`src/rtl/core/sjis_to_iso2022_jp_encoder_unit_defines.svh`:
```
// Assertion macros shared by the encoder RTL.
// No dependencies; include by bare file name.
`ifndef SJIS_TO_ISO2022_JP_ENCODER_UNIT_DEFINES_SVH
`define SJIS_TO_ISO2022_JP_ENCODER_UNIT_DEFINES_SVH

// Same-cycle implication, disabled in reset.
`define S2J_ASSERT_NOW(label, clk, rst_n, ante, cons) \
    label: assert property (@(posedge clk) disable iff (!rst_n) (ante) |-> (cons)) \
        else $error("s2j assertion failed");

// Next-cycle implication, disabled in reset.
`define S2J_ASSERT_NEXT(label, clk, rst_n, ante, cons) \
    label: assert property (@(posedge clk) disable iff (!rst_n) (ante) |=> (cons)) \
        else $error("s2j assertion failed");

`endif

```
`src/rtl/core/s2j_pkg.sv`:
```
// Constants, types and helper functions for the Shift-JIS to ISO-2022-JP encoder.
// No dependencies.
package s2j_pkg;

    localparam int SEQ_MAX = 4;
    localparam int SEQ_W   = $clog2(SEQ_MAX + 1);
    localparam int OUT_MAX = 2 * SEQ_MAX + 2;
    localparam int CNT_W   = $clog2(OUT_MAX + 1);

    localparam int ADDR_W  = 4;

    typedef enum logic [1:0] {
        REG_ENTER_BYTES = 2'd0,
        REG_ENTER_LEN   = 2'd1,
        REG_EXIT_BYTES  = 2'd2,
        REG_EXIT_LEN    = 2'd3
    } t_reg_idx;

    localparam logic [31:0] ENTER_BYTES_RST = 32'h0042_241B;
    localparam logic [2:0]  ENTER_LEN_RST   = 3'd3;
    localparam logic [31:0] EXIT_BYTES_RST  = 32'h0042_281B;
    localparam logic [2:0]  EXIT_LEN_RST    = 3'd3;

    typedef logic [CNT_W-1:0] t_cnt;
    typedef logic [SEQ_W-1:0] t_seq_len;

    function automatic logic is_lead(input logic [7:0] b);
        return (b >= 8'h81 && b <= 8'h9F) || (b >= 8'hE0 && b <= 8'hEF);
    endfunction

    function automatic logic is_trail(input logic [7:0] b);
        return (b >= 8'h40 && b <= 8'h7E) || (b >= 8'h80 && b <= 8'hFC);
    endfunction

    // Escape length, clipped to the longest burst the block supports.
    function automatic t_seq_len sat_len(input logic [2:0] len);
        if (int'(len) > SEQ_MAX) begin
            return SEQ_W'(SEQ_MAX);
        end
        return SEQ_W'(len);
    endfunction

    // Byte k of an escape word; bytes past the fourth read as zero.
    function automatic logic [7:0] seq_byte(input logic [31:0] bytes, input t_cnt k);
        if (int'(k) < 4) begin
            return bytes[{k[1:0], 3'b000} +: 8];
        end
        return 8'h00;
    endfunction

    // Shift-JIS pair to JIS pair, all arithmetic mod 256.
    function automatic logic [15:0] sjis_to_jis(input logic [7:0] lead,
                                                input logic [7:0] trail);
        logic [7:0] a;
        logic [7:0] t;
        a = lead;
        t = trail;
        if (a >= 8'hE0) a = a - 8'h40;
        if (t >= 8'h80) t = t - 8'h01;
        if (t >= 8'h9E) begin
            a = {a[6:0] - 7'h70, 1'b0};
            t = t - 8'h7D;
        end else begin
            a = {a[6:0] - 7'h70, 1'b0} - 8'h01;
            t = t - 8'h1F;
        end
        return {a, t};
    endfunction

endpackage

```
`src/rtl/core/s2j_if.sv`:
```
// Valid/ready item channels for the encoder input and output.
// Does not depend on s2j_pkg; the channels use plain logic only.
interface s2j_in_if;
    logic       valid;
    logic       ready;
    logic [7:0] in_byte;
    logic       last_byte;

    modport source (output valid, output in_byte, output last_byte, input ready);
    modport sink   (input valid, input in_byte, input last_byte, output ready);
endinterface

interface s2j_out_if;
    logic       valid;
    logic       ready;
    logic [7:0] out_byte;
    logic       run_last;
    logic       stream_end;

    modport source (output valid, output out_byte, output run_last, output stream_end,
                    input ready);
    modport sink   (input valid, input out_byte, input run_last, input stream_end,
                    output ready);
endinterface

```
`src/rtl/core/sjis_to_iso2022_jp_encoder_unit.sv`:
```
// Shift-JIS to ISO-2022-JP stream encoder, top level.
// Depends on s2j_pkg, s2j_if.sv and sjis_to_iso2022_jp_encoder_unit_defines.svh.
//
//  Channel  | Dir | Handshake        | Payload
//  ---------+-----+------------------+--------------------------------------
//  i_in     | in  | valid/ready      | in_byte[7:0], last_byte
//  o_out    | out | valid/ready      | out_byte[7:0], run_last, stream_end
//  APB      | in  | psel/penable     | paddr[3:0], pwdata[31:0], prdata[31:0]
//
// Flow: an item waits in the input register, then its burst of
// 0..2*SEQ_MAX+2 bytes leaves from the burst register at one byte per cycle.
// While o_out.ready holds high, plain bytes sustain one item per cycle;
// escape bytes lengthen the burst. The burst register is the throughput
// limit: the next burst loads on the edge the last byte of the current one is taken.
// Reset (synchronous, active low) clears stream state and restores the
// default escapes. An output stall holds the burst; one more item waits in
// the input register, then i_in.ready drops.
`include "sjis_to_iso2022_jp_encoder_unit_defines.svh"

module sjis_to_iso2022_jp_encoder_unit (
    input  logic                      i_clk,
    input  logic                      i_rst_n,
    s2j_in_if.sink                    i_in,
    s2j_out_if.source                 o_out,
    input  logic                      psel,
    input  logic                      penable,
    input  logic                      pwrite,
    input  logic [s2j_pkg::ADDR_W-1:0] paddr,
    input  logic [31:0]               pwdata,
    output logic [31:0]               prdata,
    output logic                      pready
);
    import s2j_pkg::*;

    // ---------------- configuration registers ----------------
    logic [31:0] r_enter_bytes;
    logic [2:0]  r_enter_len;
    logic [31:0] r_exit_bytes;
    logic [2:0]  r_exit_len;
    t_reg_idx    w_reg;
    logic        w_cfg_wr;

    assign pready   = 1'b1;
    assign w_reg    = t_reg_idx'(paddr[3:2]);
    assign w_cfg_wr = psel && penable && pwrite;

    always_ff @(posedge i_clk) begin
        if (!i_rst_n) begin
            r_enter_bytes <= ENTER_BYTES_RST;
            r_enter_len   <= ENTER_LEN_RST;
            r_exit_bytes  <= EXIT_BYTES_RST;
            r_exit_len    <= EXIT_LEN_RST;
        end else if (w_cfg_wr) begin
            unique case (w_reg)
                REG_ENTER_BYTES: r_enter_bytes <= pwdata;
                REG_ENTER_LEN:   r_enter_len   <= pwdata[2:0];
                REG_EXIT_BYTES:  r_exit_bytes  <= pwdata;
                REG_EXIT_LEN:    r_exit_len    <= pwdata[2:0];
            endcase
        end
    end

    always_comb begin
        unique case (w_reg)
            REG_ENTER_BYTES: prdata = r_enter_bytes;
            REG_ENTER_LEN:   prdata = {29'd0, r_enter_len};
            REG_EXIT_BYTES:  prdata = r_exit_bytes;
            REG_EXIT_LEN:    prdata = {29'd0, r_exit_len};
        endcase
    end

    // ---------------- input register ----------------
    logic       r_iv;
    logic [7:0] r_in_byte;
    logic       r_in_last;

    // ---------------- stream state ----------------
    logic       r_held_valid;
    logic [7:0] r_held_byte;
    logic       r_mode;          // 1: inside a double-byte run

    // ---------------- burst register ----------------
    // A burst is: prefix escape, up to two data bytes, suffix escape.
    logic        r_bv;
    t_cnt        r_pos;
    t_cnt        r_total;
    logic [31:0] r_pre_bytes;
    t_seq_len    r_pre_len;
    logic [7:0]  r_d0;
    logic [7:0]  r_d1;
    logic [1:0]  r_nd;
    t_seq_len    r_post_len;
    logic [31:0] r_post_bytes;
    logic        r_last;

    // next-burst descriptor and next state, from the input register
    logic [31:0] n_pre_bytes;
    t_seq_len    n_pre_len;
    logic [7:0]  n_d0;
    logic [7:0]  n_d1;
    logic [1:0]  n_nd;
    t_seq_len    n_post_len;
    t_cnt        n_total;
    logic        n_held_valid;
    logic [7:0]  n_held_byte;
    logic        n_mode;
    logic        w_pair;
    logic [15:0] w_jis;

    assign w_pair = r_held_valid && is_lead(r_held_byte) && is_trail(r_in_byte);
    assign w_jis  = sjis_to_jis(r_held_byte, r_in_byte);

    always_comb begin
        n_pre_bytes  = r_enter_bytes;
        n_pre_len    = '0;
        n_d0         = r_held_byte;
        n_d1         = r_in_byte;
        n_nd         = 2'd0;
        n_post_len   = '0;
        n_held_valid = r_held_valid;
        n_held_byte  = r_held_byte;
        n_mode       = r_mode;

        if (r_held_valid) begin
            if (w_pair) begin
                if (!r_mode) begin
                    n_pre_bytes = r_enter_bytes;
                    n_pre_len   = sat_len(r_enter_len);
                end
                n_d0         = w_jis[15:8];
                n_d1         = w_jis[7:0];
                n_nd         = 2'd2;
                n_mode       = 1'b1;
                n_held_valid = 1'b0;
            end else begin
                if (r_mode) begin
                    n_pre_bytes = r_exit_bytes;
                    n_pre_len   = sat_len(r_exit_len);
                end
                n_d0        = r_held_byte;
                n_nd        = 2'd1;
                n_mode      = 1'b0;
                n_held_byte = r_in_byte;
            end
        end else begin
            n_held_valid = 1'b1;
            n_held_byte  = r_in_byte;
        end

        if (r_in_last) begin
            // flush the pending byte, leaving a pair run first
            if (n_held_valid) begin
                if (n_mode) begin
                    n_pre_bytes = r_exit_bytes;
                    n_pre_len   = sat_len(r_exit_len);
                    n_mode      = 1'b0;
                end
                if (n_nd == 2'd0) begin
                    n_d0 = n_held_byte;
                end else begin
                    n_d1 = n_held_byte;
                end
                n_nd = n_nd + 2'd1;
            end
            // stream ended inside a pair run
            if (n_mode) begin
                n_post_len = sat_len(r_exit_len);
            end
            n_held_valid = 1'b0;
            n_mode       = 1'b0;
            n_held_byte  = 8'h00;
        end

        n_total = CNT_W'(n_pre_len) + CNT_W'(n_nd) + CNT_W'(n_post_len);
    end

    // ---------------- handshakes ----------------
    logic w_out_acc;
    logic w_run_last;
    logic w_burst_free;
    logic w_move;

    assign w_run_last   = (r_pos == r_total - t_cnt'(1));
    assign w_out_acc    = r_bv && o_out.ready;
    assign w_burst_free = !r_bv || (w_out_acc && w_run_last);
    // an item with no bytes only updates the stream state
    assign w_move       = r_iv && ((n_total == '0) || w_burst_free);
    assign i_in.ready   = !r_iv || w_move;

    always_ff @(posedge i_clk) begin
        if (!i_rst_n) begin
            r_iv         <= 1'b0;
            r_held_valid <= 1'b0;
            r_held_byte  <= 8'h00;
            r_mode       <= 1'b0;
            r_bv         <= 1'b0;
            r_pos        <= '0;
        end else begin
            if (i_in.valid && i_in.ready) begin
                r_iv      <= 1'b1;
                r_in_byte <= i_in.in_byte;
                r_in_last <= i_in.last_byte;
            end else if (w_move) begin
                r_iv <= 1'b0;
            end

            if (w_move) begin
                r_held_valid <= n_held_valid;
                r_held_byte  <= n_held_byte;
                r_mode       <= n_mode;
            end

            if (w_move && (n_total != '0)) begin
                r_bv         <= 1'b1;
                r_pos        <= '0;
                r_total      <= n_total;
                r_pre_bytes  <= n_pre_bytes;
                r_pre_len    <= n_pre_len;
                r_d0         <= n_d0;
                r_d1         <= n_d1;
                r_nd         <= n_nd;
                r_post_len   <= n_post_len;
                r_post_bytes <= r_exit_bytes;
                r_last       <= r_in_last;
            end else if (w_out_acc) begin
                if (w_run_last) begin
                    r_bv <= 1'b0;
                end else begin
                    r_pos <= r_pos + t_cnt'(1);
                end
            end
        end
    end

    // ---------------- output byte select ----------------
    t_cnt w_l0;
    t_cnt w_l01;
    t_cnt w_k;

    assign w_l0  = CNT_W'(r_pre_len);
    assign w_l01 = w_l0 + CNT_W'(r_nd);

    always_comb begin
        w_k = '0;
        if (r_pos < w_l0) begin
            w_k            = r_pos;
            o_out.out_byte = seq_byte(r_pre_bytes, w_k);
        end else if (r_pos < w_l01) begin
            w_k            = r_pos - w_l0;
            o_out.out_byte = (w_k == '0) ? r_d0 : r_d1;
        end else begin
            w_k            = r_pos - w_l01;
            o_out.out_byte = seq_byte(r_post_bytes, w_k);
        end
    end

    assign o_out.valid      = r_bv;
    assign o_out.run_last   = w_run_last;
    assign o_out.stream_end = w_run_last && r_last;

    // ---------------- assertions ----------------
    `S2J_ASSERT_NEXT(a_end_clears_state, i_clk, i_rst_n,
        w_move && r_in_last, !r_held_valid && !r_mode)
    `S2J_ASSERT_NOW(a_pos_in_burst, i_clk, i_rst_n,
        r_bv, (r_pos < r_total) && (r_total <= t_cnt'(OUT_MAX)))
    `S2J_ASSERT_NOW(a_end_is_run_last, i_clk, i_rst_n,
        o_out.valid && o_out.stream_end, o_out.run_last)
    `S2J_ASSERT_NEXT(a_wait_holds_item, i_clk, i_rst_n,
        r_iv && !w_move, r_iv && $stable(r_in_byte) && $stable(r_in_last))

endmodule

```
`src/flat_wrapper.sv`:
```
// flat-port wrapper written by rule: the top's interface ports become plain ports
module sjis_to_iso2022_jp_encoder_unit_flat import s2j_pkg::*;
  (i_clk, i_rst_n, psel, penable, pwrite, paddr, pwdata, prdata, pready, i_in_valid, i_in_in_byte, i_in_last_byte, i_in_ready, o_out_valid, o_out_out_byte, o_out_run_last, o_out_stream_end, o_out_ready);
  s2j_in_if i_in_i ();
  s2j_out_if o_out_i ();
  input  logic i_clk;
  input  logic i_rst_n;
  input  logic psel;
  input  logic penable;
  input  logic pwrite;
  input  logic [s2j_pkg::ADDR_W-1:0] paddr;
  input  logic [31:0] pwdata;
  output logic [31:0] prdata;
  output logic pready;
  input wire logic [$bits(i_in_i.valid)-1:0] i_in_valid;
  input wire logic [$bits(i_in_i.in_byte)-1:0] i_in_in_byte;
  input wire logic [$bits(i_in_i.last_byte)-1:0] i_in_last_byte;
  output wire logic [$bits(i_in_i.ready)-1:0] i_in_ready;
  output wire logic [$bits(o_out_i.valid)-1:0] o_out_valid;
  output wire logic [$bits(o_out_i.out_byte)-1:0] o_out_out_byte;
  output wire logic [$bits(o_out_i.run_last)-1:0] o_out_run_last;
  output wire logic [$bits(o_out_i.stream_end)-1:0] o_out_stream_end;
  input wire logic [$bits(o_out_i.ready)-1:0] o_out_ready;
  assign i_in_i.valid = i_in_valid;
  assign i_in_i.in_byte = i_in_in_byte;
  assign i_in_i.last_byte = i_in_last_byte;
  assign i_in_ready = i_in_i.ready;
  assign o_out_valid = o_out_i.valid;
  assign o_out_out_byte = o_out_i.out_byte;
  assign o_out_run_last = o_out_i.run_last;
  assign o_out_stream_end = o_out_i.stream_end;
  assign o_out_i.ready = o_out_ready;
  sjis_to_iso2022_jp_encoder_unit u_core (.i_clk(i_clk), .i_rst_n(i_rst_n), .i_in(i_in_i), .o_out(o_out_i), .psel(psel), .penable(penable), .pwrite(pwrite), .paddr(paddr), .pwdata(pwdata), .prdata(prdata), .pready(pready));
endmodule
```
`config.mk`:
```
export PLATFORM = sky130hd
export DESIGN_NAME = sjis_to_iso2022_jp_encoder_unit_flat
export DESIGN_NICKNAME = d
export VERILOG_FILES = /design/src/rtl/core/s2j_pkg.sv /design/src/rtl/core/s2j_if.sv /design/src/rtl/core/sjis_to_iso2022_jp_encoder_unit.sv /design/src/flat_wrapper.sv
export VERILOG_INCLUDE_DIRS = /design/src /design/src/rtl/core
export SDC_FILE = /design/constraint.sdc
export NUM_CORES = 1
export LEC_CHECK = 0
export BUFFER_PORTS_ARGS = -buffer_cell sky130_fd_sc_hd__buf_2
export CAP_MARGIN = 20
export CORE_MARGIN = 2
export CORE_UTILIZATION = 55
export CTS_CLUSTER_DIAMETER = 40
export CTS_CLUSTER_SIZE = 10
export DETAILED_ROUTE_END_ITERATION = 10
export GPL_ROUTABILITY_DRIVEN = 0
export GPL_TIMING_DRIVEN = 0
export HOLD_SLACK_MARGIN = 0.1
export PLACE_DENSITY = 0.74
export SLEW_MARGIN = 25
export SYNTH_ARGS = -nofsm -noshare
export SYNTH_HDL_FRONTEND = slang
export SYNTH_SLANG_ARGS = --single-unit
```
`constraint.sdc`:
```
create_clock -name i_clk -period 9.83 [get_ports i_clk]
set_input_delay 0.4915 -clock i_clk [delete_from_list [all_inputs] [get_ports i_clk]]
set_output_delay 0.4915 -clock i_clk [all_outputs]
set_load 0.05 [all_outputs]
```
==> flow_summary.ini, run 1 <==
[pwr]
leakagePower_nw = 4.42
total_power_w = 0.00167
p_per_area_nw_per_um2 = 152
ir_drop_mv = 0.130

[sta]
skew_ns = 0.0138
max_slew_margin = 0.313
hold_violations = 0
tightestPinTransition_ns = 1.03
fin_crit_ns = 6.45
max_freq_mhz = 155
rsz0062_at_grt = false
setup_tns_ns = 0
period_share = 0.656
slew_violations = 0
setup_slack_ns = 3.38
finalSetupViolCount = 0

[yosys]
syn_nets = 1056
async_flop_share = 0
synth_common_cells = nand2_1 (263), edfxtp_1 (99), dfxtp_1 (86)
yosysTopAreaCell = edfxtp_1
yosysMostFrequentCell = nand2_1
synth_cell_type_count = 67
synthTopCellsByArea = edfxtp_1 (31%), dfxtp_1 (18%), nand2_1 (10%)
yosys.area.top_type_share = 0.311
synthCells = 970
synth_edf_count = 99
synthFlopType = edfxtp_1
ys_seq_area_frac = 0.492
ys_seq_elements = 185
syn_area_um2 = 9550
avgSynthCellArea_um2 = 9.84
yosysWarningCount = 0

[cells_and_area]
area_delta_synth_final_pct = 14.8
post-route-util = 0.640
drive_gt1_frac = 0.164
n_antenna_cell = 0
nets = 1170
fin_cells = 1322
n_fill_cell = 1372

[drt]
drtIter0Drc = 878
postRouteAntennaNets = 0
wl_um = 26000
num_vias = 7731
wl_per_cell_um = 19.7
drc = 0
firstDrtPassIters = 5
via_per_inst = 5.85

[global_route]
grt_pass1_wl_um = 39300
grtUsageTotal = 0.290
grt_max_degree = 24
antenna_found_initial = 0
grt_overflow = 0
grt_pass1_vias = 7134

[die]
initial_core_util = 0.558
pin_count = 97
die-area_um2 = 18400
die_h_um = 136
rows = 48
die_w_um = 136
core-area_um2 = 17100

[clock_network]
cts_sinks = 185
max-clock-path-buffers = 2
cts.clk_slew.worst_paths_ns = 0.07
cts_tree = built
cts_hold_repair.buffers = 0
clk_latency_ns = 0.44
htree_levels = 4
post_cts_resized = 0
postCtsSetupRepairBufs = 0
cts_buffers = 17
cts-root-buf = clkbuf_16

[flow_run]
drv_cap = 0

[critical_path]
cp_slowest_cell = nor2_4
crit_required_ns = 9.98
startpoint_type = flip-flop
setup.worst_path.class = reg2reg
crit_arrival_ns = 6.60
slowest_delay_ns = 0.57
path_cells = inv_1, ha_1, nor4b_1, o21ai_0, a32oi_1, nor3_4, buf_2, buf_2, nand3_1, fa_1, inv_1, ha_1, fa_1, xor2_1, or4_1, a21boi_0, a31oi_2, clkbuf_1, nor2_4, buf_12, buf_16, buf_16
endpoint_kind = flip-flop
critPathMaxFanout = 23

[place]
io_buffer_count = 91
hpwl_um = 18400
place_inst = 1290
place_ws_ns = 3.46

[hold_path]
hold_path_class = in2reg

[outcome]
status = finished, final reports clean
[state kept, by name (all words and copies together) (netlist names), 4 cells and up]
register,cells
u_core.r_total,4
u_core.r_in_byte,8
u_core.r_d1,8
u_core.r_d0,8
u_core.r_pre_bytes,32
u_core.r_exit_bytes,32
u_core.r_pos,4
u_core.r_held_byte,8
u_core.r_enter_bytes,32
u_core.r_post_bytes,32
[stage by stage]
stage	hold slack [ns]	instance area, um^2
after detailed placement	0.468	10400
after global placement	0.465	10300
after global routing	0.211	11000
after floorplan	0.446	9550
after CTS	0.217	11000
final	0.225	11000
[worst max-delay path, delay by kind of cell (launching register included)]
kind / cells / cell delay, ns
xor+xnor: 1 / 0.19
buf+inv: 8 / 1.67
compound gates: 4 / 0.71
simple gates: 5 / 1.76
fa+ha+maj: 4 / 1.38
flops: 1 / 0.42
[layout make-up]
cell class,instances,area [um^2],area share
tap,225,282,0.0257
multi-input combinational,682,4440,0.405
timing repair buffer,95,546,0.0498
sequential,185,4690,0.428
buffer,61,262,0.0239
inverter,42,160,0.0146
clock buffer,17,425,0.0388
clock inverter,15,154,0.0140
[cell usage in the layout, fill, tap and decap left out, drive strengths merged, types with 5 or more instances in the layout]
cell,instances
edfxtp,99
nor3,6
a31oi,5
mux4,19
buf,115
clkinv,6
xor2,7
clkbuf,58
xnor2,21
dfxtp,86
fa,6
a21oi,15
o21ai,33
mux2i,43
o22ai,8
nand3,27
nand2,263
ha,28
nor2,54
inv,51
a21boi,62
a21o,6
o21a,9
nor2b,8
nand4,8
[where the power goes]
group | internal (W) | total (W) | leakage, nW | switching [W]
Combinational | 0.0000581 | 0.000161 | 2.55 | 0.000103
Sequential | 0.000826 | 0.000837 | 1.58 | 0.0000111
Clock | 0.000340 | 0.000672 | 0.286 | 0.000332
[kinds of logic (layout without fill, tap and decap cells)]
group | Yosys count | after routing | share of synthesized area
compound gates | 157 | 157 | 0.114
xor+xnor | 28 | 28 | 0.0257
fa+ha+maj | 34 | 34 | 0.0493
buf+inv | 103 | 230 | 0.0442
flops | 185 | 185 | 0.492
mux | 63 | 63 | 0.0911
other cells | 1 | 1 | 0.000393
simple gates | 399 | 399 | 0.183
[metal layers]
layer / wire length [um] / GRT usage
met5: 0 / 0
met4: 778 / 0.107
met3: 2580 / 0.0688
met2: 11600 / 0.437
met1: 11000 / 0.410
[worst paths after layout]
| check | startpoint | end | slack [ns] | depth (start not counted) |
|---|---|---|---|---|
| hold reg to reg | u_core.r_enter_bytes[16] | u_core.r_enter_bytes[16] | 0.48 | 2 |
| setup reg to reg | u_core.r_held_byte[0] | u_core.r_pre_bytes[4] | 3.38 | 22 |
| setup / recovery | u_core.r_held_byte[0] | u_core.r_pre_bytes[4] | 3.38 | 22 |
| hold / removal | i_in_in_byte[4] | u_core.r_in_byte[4] | 0.23 | 1 |
No activity file was read; power rests on OpenSTA's default activity.
==> run 2, diff against run 1 <==
==> constraint.sdc (replaced) <==
create_clock -name i_clk -period 6.7 [get_ports i_clk]
set_input_delay 0.335 -clock i_clk [delete_from_list [all_inputs] [get_ports i_clk]]
set_output_delay 0.335 -clock i_clk [all_outputs]
set_load 0.05 [all_outputs]
==> flow_summary.ini, run 2 (synthesis gave the netlist of run 1 again) <==
[outcome]
status = finished, final reports clean

[clock_network]
max-clock-path-buffers = 2
cts.clk_slew.worst_paths_ns = 0.07
clk_latency_ns = 0.44
cts-root-buf = clkbuf_16
cts_sinks = 185
cts_tree = built
cts_buffers = 17
htree_levels = 4

[critical_path]
timing.critical_path.from = u_core.r_held_byte[0]
crit_arrival_ns = 6.46
reg2regPathDepth = 22
endpoint_kind = flip-flop
regToRegStartpoint = u_core.r_held_byte[0]
r2r-end = u_core.r_post_bytes[4]
cp.buffers_inverters = 8
setup.worst_path.class = reg2reg
path_cells = inv_1, ha_1, nor4b_1, o21ai_0, a32oi_1, nor3_4, buf_2, buf_2, nand3_1, fa_1, inv_1, ha_1, fa_1, xor2_1, or4_1, a21boi_0, a31oi_2, clkbuf_1, nor2_4, buf_16, buf_12, buf_16
critPathCapture = u_core.r_post_bytes[4]
cp_slowest_cell = fa_1
startpoint_type = flip-flop
crit_required_ns = 6.84
regToRegSetupSlack_ns = 0.38
critPathTopFamily = buffers and inverters
cp.depth = 22
critPathMaxFanout = 25
slowest_delay_ns = 0.54

[place]
dpl-instance-area_um2 = 10400
hpwl_um = 18300
io_buffer_count = 91

[pwr]
power.switching_w = 0.000656
seq_power_share = 0.500
netSwitchingFraction = 0.267
ir_drop_mv = 0.197
leakagePower_nw = 4.44
p_clk_frac = 0.403
total_power_w = 0.00245
combPwrFrac = 0.097
p_per_area_nw_per_um2 = 222
internal_power_w = 0.00180

[cells_and_area]
post-route-util = 0.646
final_cell_mix = nand2_1 (263), buf_2 (105), edfxtp_1 (99)
n_fill_cell = 1396
multi_input_area_um2 = 4450
drive_gt1_frac = 0.164
seq_area_um2 = 4690
area_delta_synth_final_pct = 15.7
nets = 1179
final_area_um2 = 11100
final_common_cell = nand2_1

[die]
die_h_um = 136
die-area_um2 = 18400
initial_core_util = 0.558
pin_count = 97
rows = 48
core-area_um2 = 17100
die_w_um = 136

[hold_path]
hp-start = pwdata[4]
hold_path_class = in2reg

[drt]
drc = 0
firstDrtPassIters = 5
postRouteAntennaNets = 0
via_per_inst = 5.77
wl_per_cell_um = 19.4
num_vias = 7687
drtIter0Drc = 823
wl_um = 25900

[sta]
slew_violations = 0
tightestPinTransition_ns = 1.07
max_slew_margin = 0.284
period_share = 0.943
fin_hold_ws_ns = 0.122
hold_violations = 0
skew_ns = 0.0119
max_freq_mhz = 158
finalSetupViolCount = 0
fin_crit_ns = 6.32

[flow_run]
drv_cap = 0

[global_route]
grt_pass1_vias = 7056
antenna_found_initial = 1
grt_pass1_wl_um = 39200
grtUsageTotal = 0.289
grt_max_degree = 26
grt_overflow = 0
[run 2: cell count changes in the layout (fill, tap and decap cells not counted), sizes merged]
cell         previous run  this run
clkinvlp                0         4
diode                   0         1
inv                    51        50
nor2                   54        55
clkinv                  6         3
buf                   115       114
dlygate4sd3             0         9
[run 2: area by class of cell]
| class | count | share of cell area |
|---|---|---|
| inverters | 42 | 0.0145 |
| diodes | 1 | 0.000226 |
| clock inverters | 15 | 0.0144 |
| well taps | 225 | 0.0255 |
| repair buffers | 103 | 0.0562 |
| clock buffers | 17 | 0.0385 |
| multi-input cells | 683 | 0.402 |
| flip-flops and latches | 185 | 0.425 |
| plain buffers | 61 | 0.0237 |
[run 2: per-layer routing]
metal / global-route usage / part of all wire / up-vias / routed length (um)
li1: - / - / 3598 / -
met2: 0.445 / 0.45 / 426 / 11700
met3: 0.0763 / 0.11 / 42 / 2920
met5: 0 / 0 / - / 0
met4: 0.0984 / 0.025 / 0 / 636
met1: 0.399 / 0.41 / 3621 / 10600
[run 2: power by group through the flow]
stage | clock network (W) | logic (W) | registers, W
6_report | 0.000988 | 0.000238 | 0.00123
5_1_grt | 0.00104 | 0.000257 | 0.00123
4_1_cts | 0.000996 | 0.000235 | 0.00123
3_5_place_dp | 0 | 0.000230 | 0.00125
3_3_place_gp | 0 | 0.000223 | 0.00125
2_1_floorplan | 0 | 0.000155 | 0.00125
[run 2: repair_timing]
| item | CTS | global route |
|---|---|---|
| hold endpoints to repair | 9 | 0 |
| hold buffers | 9 | 0 |
| buffers inserted | 0 | 0 |
| endpoints found under the setup margin | 0 | 24 |
| resized for setup | 0 | 0 |
[run 2: worst min path at each step]
stage                               to  slack, ns  depth (start not counted)
3_3_place_gp   u_core.r_post_bytes[27]       0.47                          0
3_5_place_dp    u_core.r_post_bytes[8]       0.47                          0
4_1_cts        u_core.r_enter_bytes[3]       0.11                          3
2_1_floorplan      u_core.r_in_byte[0]       0.43                          0
5_1_grt        u_core.r_enter_bytes[4]       0.12                          3
6_report       u_core.r_enter_bytes[4]       0.12                          3
[run 2: stage by stage]
step | worst slack [ns] | TNS, ns | std cells
2_1_floorplan | 0.648 | 0 | 970
3_3_place_gp | -0.420 | -37.20 | 1286
3_5_place_dp | 0.241 | 0 | 1289
4_1_cts | 0.212 | 0 | 1330
5_1_grt | -0.000433 | -0.000633 | 1332
6_report | 0.383 | 0 | 1332
[run 2: tightest hold or removal path, cell delays in order]
cell     delay [ns]
buf_2          0.09
nand2_1        0.04
nand3_1        0.07
==> run 3, diff against run 2 <==
--- a/config.mk
+++ b/config.mk
@@ -8,7 +8,7 @@
 export LEC_CHECK = 0
 export BUFFER_PORTS_ARGS = -buffer_cell sky130_fd_sc_hd__buf_2
 export CAP_MARGIN = 20
-export CORE_MARGIN = 2
+export CORE_MARGIN = 1
 export CORE_UTILIZATION = 55
 export CTS_CLUSTER_DIAMETER = 40
 export CTS_CLUSTER_SIZE = 10
==> flow_summary.ini, run 3 (synthesis gave the netlist of run 1 again) <==
[outcome]
status = finished, final reports clean

[critical_path]
crit_arrival_ns = 6.51
regToRegSetupSlack_ns = 0.33
r2r-end = u_core.r_post_bytes[11]
slowest_delay_ns = 0.53
timing.critical_path.from = u_core.r_held_byte[0]
critPathCapture = u_core.r_post_bytes[11]
endpoint_kind = flip-flop
crit_required_ns = 6.84
path_cells = inv_1, ha_1, nor4b_1, o21ai_0, a32oi_1, nor3_4, buf_2, buf_2, nand3_1, fa_1, inv_1, ha_1, fa_1, xor2_1, or4_1, a21boi_0, a31oi_2, clkbuf_1, nor2_4, buf_12, buf_16, buf_16
critPathMaxFanout = 25
startpoint_type = flip-flop
regToRegStartpoint = u_core.r_held_byte[0]
cp_slowest_cell = fa_1
setup.worst_path.class = reg2reg
reg2regPathDepth = 22

[drt]
wl_um = 25600
wl_per_cell_um = 19.3
postRouteAntennaNets = 0
drc = 0
num_vias = 7655
firstDrtPassIters = 5
drtIter0Drc = 826
via_per_inst = 5.77

[sta]
skew_ns = 0.0131
slew_violations = 0
max_freq_mhz = 157
max_slew_margin = 0.230
period_share = 0.950
rsz0062_at_grt = false
fin_hold_ws_ns = 0.122
fin_crit_ns = 6.37
hold_violations = 0
finalSetupViolCount = 0
tightestPinTransition_ns = 1.15
setup_slack_ns = 0.334

[place]
dpl-instance-area_um2 = 10400
place_ws_ns = 0.267
io_buffer_count = 91
hpwl_um = 18200

[pwr]
total_power_w = 0.00245
leakagePower_nw = 4.45
p_per_area_nw_per_um2 = 221
ir_drop_mv = 0.184

[cells_and_area]
area_delta_synth_final_pct = 15.7
final_common_cell = nand2_1
drive_gt1_frac = 0.163
nets = 1179
final_cell_mix = nand2_1 (263), buf_2 (105), edfxtp_1 (99)
final_area_um2 = 11000
n_antenna_cell = 0

[clock_network]
htree_levels = 4
max-clock-path-buffers = 2
cts.clk_slew.worst_paths_ns = 0.08
postCtsSetupRepairBufs = 0
clk_latency_ns = 0.44
cts_sinks = 185
post_cts_resized = 0
cts-root-buf = clkbuf_16
cts_buffers = 17
cts_tree = built

[global_route]
grtUsageTotal = 0.300
antenna_found_initial = 0
grt_pass1_vias = 7245
grt_pass1_wl_um = 39400
grt_max_degree = 26
grt_overflow = 0

[die]
die_h_um = 134
die_w_um = 134
pin_count = 97
die-area_um2 = 17900
rows = 47
core-area_um2 = 16800
initial_core_util = 0.570

[flow_run]
drv_cap = 0

[hold_path]
hold_path_class = in2reg
## run 3: what timing repair did
item | CTS | global route
hold buffers | 9 | 0
setup endpoints to repair | 0 | 24
hold endpoints to repair | 9 | 0
## run 3: worst min-delay path by stage
stage,from,end,slack (ns),depth (start not counted)
2_1_floorplan,i_in_in_byte[0],u_core.r_in_byte[0],0.43,0
3_3_place_gp,u_core.r_exit_bytes[27],u_core.r_post_bytes[27],0.47,0
3_5_place_dp,u_core.r_exit_bytes[27],u_core.r_post_bytes[27],0.47,0
4_1_cts,pwdata[3],u_core.r_enter_bytes[3],0.10,3
5_1_grt,pwdata[3],u_core.r_enter_bytes[3],0.13,3
6_report,pwdata[3],u_core.r_enter_bytes[3],0.12,3
## run 3: per-stage QoR
stage | cells | TNS (ns) | util
3_5_place_dp | 1284 | 0 | 0.618
6_report | 1326 | 0 | 0.659
2_1_floorplan | 970 | 0 | -
3_3_place_gp | 1281 | -38.76 | 0.614
5_1_grt | 1326 | 0 | 0.659
4_1_cts | 1325 | 0 | 0.659
## run 3: power by group
group          switching, W  internal [W]  total, W
Sequential        0.0000160       0.00121   0.00123
Clock              0.000478      0.000500  0.000978
Combinational      0.000151     0.0000882  0.000239
Total              0.000646       0.00180   0.00245
## run 3: critical path: cells and delay by family, from the launching register on
family	cells	cell delay, ns
flops	1	0.44
compound gates	4	0.71
xor+xnor	1	0.19
simple gates	5	1.60
buf+inv	8	1.72
fa+ha+maj	4	1.36
## run 3: per-layer routing
layer  part of all wire  vias up  track usage
li1                   -     3598            -
met1               0.42     3668        0.406
met2               0.47      348        0.464
met3              0.089       41       0.0761
met4              0.020        0        0.117
met5                  0        -            0
## run 3: layout make-up
cell class,instances,area (um^2)
Clock inverter,14,156
Sequential cell,185,4690
Inverter,42,160
Fill cell,1315,5720
Clock buffer,18,429
Multi-Input combinational cell,683,4450
Tap cell,220,275
Buffer,61,262
Timing Repair Buffer,103,621
